## config.mk

```make
export PLATFORM = sky130hd
export DESIGN_NAME = sbq_ram
export DESIGN_NICKNAME = d
export VERILOG_FILES = /design/src/hdl/sbq_ram.sv
export SDC_FILE = /design/constraint.sdc
export NUM_CORES = 1
export LEC_CHECK = 0
export ABC_CLOCK_PERIOD_IN_PS = 3100
export BUFFER_PORTS_ARGS = -buffer_cell sky130_fd_sc_hd__buf_4
export CELL_PAD_IN_SITES_DETAIL_PLACEMENT = 1
export CELL_PAD_IN_SITES_GLOBAL_PLACEMENT = 1
export CORE_MARGIN = 5
export CORE_UTILIZATION = 49
export DETAILED_ROUTE_END_ITERATION = 8
export GPL_TIMING_DRIVEN = 0
export HOLD_SLACK_MARGIN = 0.15
export PLACE_DENSITY_LB_ADDON = 0.1
export SETUP_SLACK_MARGIN = 0.02
export SKIP_LAST_GASP = 1
export SLEW_MARGIN = 20
export SYNTH_ARGS = -nofsm -noshare
export SYNTH_HDL_FRONTEND = slang
export SYNTH_SLANG_ARGS = --single-unit
```

## constraint.sdc

```tcl
create_clock -name i_clk -period 3.1 [get_ports i_clk]
set_input_delay 0.465 -clock i_clk [delete_from_list [all_inputs] [get_ports i_clk]]
set_output_delay 0.465 -clock i_clk [all_outputs]
set_load 0.01 [all_outputs]
```

## src/hdl/sbq_ram.sv

```systemverilog
// Generic single-write, single-read synchronous RAM with registered read data.
module sbq_ram #(
    parameter int WIDTH = 24,
    parameter int DEPTH = 32
) (
    input  logic                     i_clk,
    input  logic                     i_we,
    input  logic [$clog2(DEPTH)-1:0] i_waddr,
    input  logic [WIDTH-1:0]         i_wdata,
    input  logic [$clog2(DEPTH)-1:0] i_raddr,
    output logic [WIDTH-1:0]         o_rdata
);
    logic [WIDTH-1:0] r_mem [DEPTH];

    always_ff @(posedge i_clk) begin
        if (i_we) begin
            r_mem[i_waddr] <= i_wdata;
        end
        o_rdata <= r_mem[i_raddr];
    end
endmodule

```

[Word-level counts from Yosys, hierarchy flattened]
Memories as Yosys holds them, arrays and structs flattened. A register that Yosys moved wholly into a read port is not among the register bits.
Index checks and enable logic that the tools add are counted.
Operators by class
  muxes and demuxes: 2
Operator list (count)
  1-bit 2-to-1 mux: 2
Storage, ports and cells
  register bits after elaboration: 0
  bits in writable memories: 768
  bits of input ports: 36
  output and inout bits: 24
  word-level logic and storage cells: 3
  memories: 1
Memories
  r_mem: depth 32, bits a word 24, read ports 1, clocked after memory_dff 1, write ports 1, RTL line 13  | logic [WIDTH-1:0] r_mem [DEPTH];

[Longest topological paths before layout]
  depth after elaboration: 2
  mapped depth: 8
  depth with buffers taken out: 5

[Least setup slack after synthesis]
No wires, ideal clock.
  kind: input to register
  start point: input port i_waddr[1]
  end point: memory r_mem[12][0], enable pin
  setup time: 405 ps
  data arrival time: 2147 ps
  required time: 2695 ps
  slack: 548 ps
  cell stages on the path: 3
  buffers on the path: 1
  path through: or3b_2 > clkbuf_1 > nor2_1
RTL lines
  from (decl): RTL line 8  | input logic [$clog2(DEPTH)-1:0] i_waddr,
  to (decl): RTL line 13
No word-level cell before the write port.

==> metrics.md <==
| Metric | Value |
|---|---|
| Count of flip-flops with a built-in enable after synthesis | about 770 |
| Power per Cell Area | roughly 640 nW/um^2 |
| Crit Path Class | in2reg |
| CTS Sinks | 792 |
| Mapped cell area | 30,500 um^2 |
| Setup repair after global routing missed its margin | false |
| Final cell utilization of the core | 57.6% |
| Avg Vias per Cell | 5.78 |
| Count of hold-fix buffers inserted at cts | 0 |
| Number of distinct library cells after synthesis | 24 |
| Synth area leaders | edfxtp_1 (76%), mux2i_1 (13%), a22oi_1 (1.8%) |
| Multi-input logic area | between 6000 and 7000 um^2 |
| Clock Latency Late Sink | between 0.6 and 0.7 ns |
| Cell taking the most area after synthesis | edfxtp_1 |
| I/O pins | 60 |
| Overall overflow remaining after global route | 0 |
| Final total power | 22.6 mW |
| Wirelength, routed | 77,500 um |
| Global Route met2 Usage | 39.2% |
| Clock-pin slew reported for the worst setup and hold paths after clock tree synthesis | 0.06 ns |
| Buffer type at the clock tree root | clkbuf_16 |
| Count of max-cap constraint violations | 0 |
| Antenna-violating nets left | 0 |
| CTS tree | yes |
| Post-route DRC | 0 |
| Number of global-route vias before repair | 17,300 |
| Placed insts | 2,638 |
| Busiest layer in global routing | met2 |
| Via count of the routed design | 16,100 |
| Outcome | completed |
| Register bit count reported by yosys | 792 |
| Synth async-reset ratio | 0% |
| Required time of the worst setup path | 3.54 ns |
| Initial Utilization | 49.4% |
| Antenna violations before repair | 0 |
| Crit path largest cell delay | 0.61 ns |
| Arrival time at the worst endpoint | 2.65 ns |
| H-tree lvl count | 3 |
| Minimum clock period | 2.21 ns |
| Dominant register cell in the synthesized netlist | edfxtp_1 |
| Leading post-synthesis cells by instance count | edfxtp_1 (768), mux2i_1 (384), nand2_1 (74), nand3_1 (74) |
| Number of rows in the core area | 91 |
| Min-Delay Path Class | in2reg |
| Layout Cells excl Fill | 2,792 |
| Die X | 259 um |
| Number of nets in the layout | between 1,500 and 2,000 |
| Worst rel slew slack | 22.8% |
| Sequential area share after synthesis | 77.2% |
| Share of Yosys cell area claimed by the top area cell type | between 70% and 80% |
| Total negative slack | 0 ns |
| Number of pins with negative max-slew slack in the final report | 0 |
| Dominant cell by count in the synthesized netlist | edfxtp_1 |
| Sort of element at the end of the critical path | flip-flop |
| Count of final hold-check violations | 0 |
| Initial drt markers | 1,203 |
| Static Leak | 12.4 nW |
| Critical path fanouts, max | 10 |
| Post-CTS setup buffer count | 0 |
| Synth Warn # | 0 |
| Type of origin of the critical path | primary input |
| Startpoint of the lowest-slack register-to-register path | r_mem[7][19]$_DFFE_PP_ |
| GP Congestion | 0.784 |
| Sum of net half-perimeters after detailed placement | 50,700 um |
| Full die area | between 60,000 and 70,000 um^2 |
| Startpoint of the most critical setup path | i_raddr[1] |
| First-pass GRT wire length | 114,000 um |
| Worst setup slack after layout | ~0.89 ns |
| Post-Synthesis Net Count | 1,747 |
| Peak Freq | approximately 0.45 GHz |
| Tot GR Track Use | 22.9% |
| First drt pass iteration count | 5 |
| Vertical extent of the die | 259 um |
| Cts bufs inserted | slightly above 80 |
| Critical Path Slowest Stage Cell | clkbuf_1 |
| Fraction of met1 tracks used by global routing | 31.1% |
| Least-Margin Pin Slew | around 1.2 ns |
| Cell count after synthesis | between 1,500 and 2,000 |
| Final-report setup violation count | 0 |
| Setup Slack @ Placement | 0.263 ns |
| Detail-routed net length per standard cell | 27.8 um |
| Quantity of gates resized following cts | 0 |
| Maximum buffer depth of the clock tree | 3 |
| Share of layout cells above drive strength 1 | between 10% and 20% |
| Hold path start | i_wdata[1] |
| CP cell instances | buf_4 > nor2_1 > clkbuf_1 > a22o_1 > nor3_1 > a31oi_1 > nand3_1 |
| Area of the core region | 61,700 um^2 |
| Sequential cell area in the final layout | 23,500 um^2 |
| Count of fill cells added during filler insertion | approximately 5,600 |
| Post-route fraction of the period consumed by the critical path | 71.4% |
| Peak supply drop | 0.000480 V |
| Met3 track demand over resource in global routing | 3.75% |
| P&R area growth vs syn | 16.5% |
| Count of buffers inserted at the top-level ports | 58 |
| Avg Inst Size Synth | 17.8 um^2 |
| Final Skew | 0.0183 ns |
| Maximum number of pins on one net before global-route repair | 33 |
-- cell type report --
type	count	share of cell area, %
clock buffer	116	6.66
clock inverter	37	0.546
buffer	98	1.75
sequential	792	66.3
timing repair buffer	90	3.33
multi-input combinational	821	18.5
antenna	1	0.00705
tap	837	2.95
-- placed cells by master, fill, tap and decap left out, types with 15 or more instances in the layout --
master and n:
a21oi_1 72, a22o_1 48, a22oi_1 72, a31oi_1 24, buf_12 16, buf_16 15
buf_2 29, buf_4 71, buf_6 22, clkbuf_1 50, clkbuf_16 87, clkinv_1 18
clkinv_2 16, dfxtp_1 24, edfxtp_1 768, mux2i_1 384, nand2_1 74, nand3_1 74
nor2_4 32, nor3_1 24
-- power breakdown --
group,switching (mW),internal [mW]
logic,0.850,0.433
clock network,3.98,5.39
registers,0.0415,11.9
total,4.88,17.7
-- metrics by stage --
stage / hold slack [ns] / cell area, um^2
6_report: 0.286 / 35500
5_1_grt: 0.276 / 35500
4_1_cts: 0.259 / 35500
3_5_place_dp: 0.610 / 33000
3_3_place_gp: 0.602 / 32000
2_1_floorplan: 0.553 / 30500
-- sequential cells by signal (all words and copies together) (netlist names) --
signal / cells
r_mem: 768
o_rdata: 24
-- path summary, 6_finish.rpt --
kind	to	slack, ns	depth (start not counted)
setup / recovery	o_rdata[20]$_DFF_P_	0.89	7
setup reg to reg	o_rdata[19]$_DFF_P_	1.45	5
hold reg to reg	o_rdata[2]$_DFF_P_	0.62	4
hold / removal	r_mem[15][1]$_DFFE_PP_	0.29	1
-- per-layer routing --
| layer | vias to the layer above | wire [um] |
|---|---|---|
| met2 | 414 | 39100 |
| met5 | - | 0 |
| met4 | 0 | 1380 |
| li1 | 7138 | - |
| met1 | 8494 | 33100 |
| met3 | 100 | 3870 |
-- critical path: cells and delay by family --
kind	cells	cell delay, ns
AO/OA/AOI/OAI	2	0.78
AND/OR/NAND/NOR	3	0.66
buffers and inverters	2	0.74
-- logic make-up (layout without fill, tap and decap cells) --
| kind of cell | Yosys count | count (layout) | synth area share [%] |
|---|---|---|---|
| buffers and inverters | 98 | 341 | 2.04 |
| AO/OA/AOI/OAI | 216 | 216 | 4.83 |
| flip-flops | 792 | 792 | 77.2 |
| multiplexers | 384 | 384 | 12.6 |
| AND/OR/NAND/NOR | 221 | 221 | 3.29 |
| other | 0 | 1 | 0 |
Note: power is estimated with default switching activity, not from simulation.
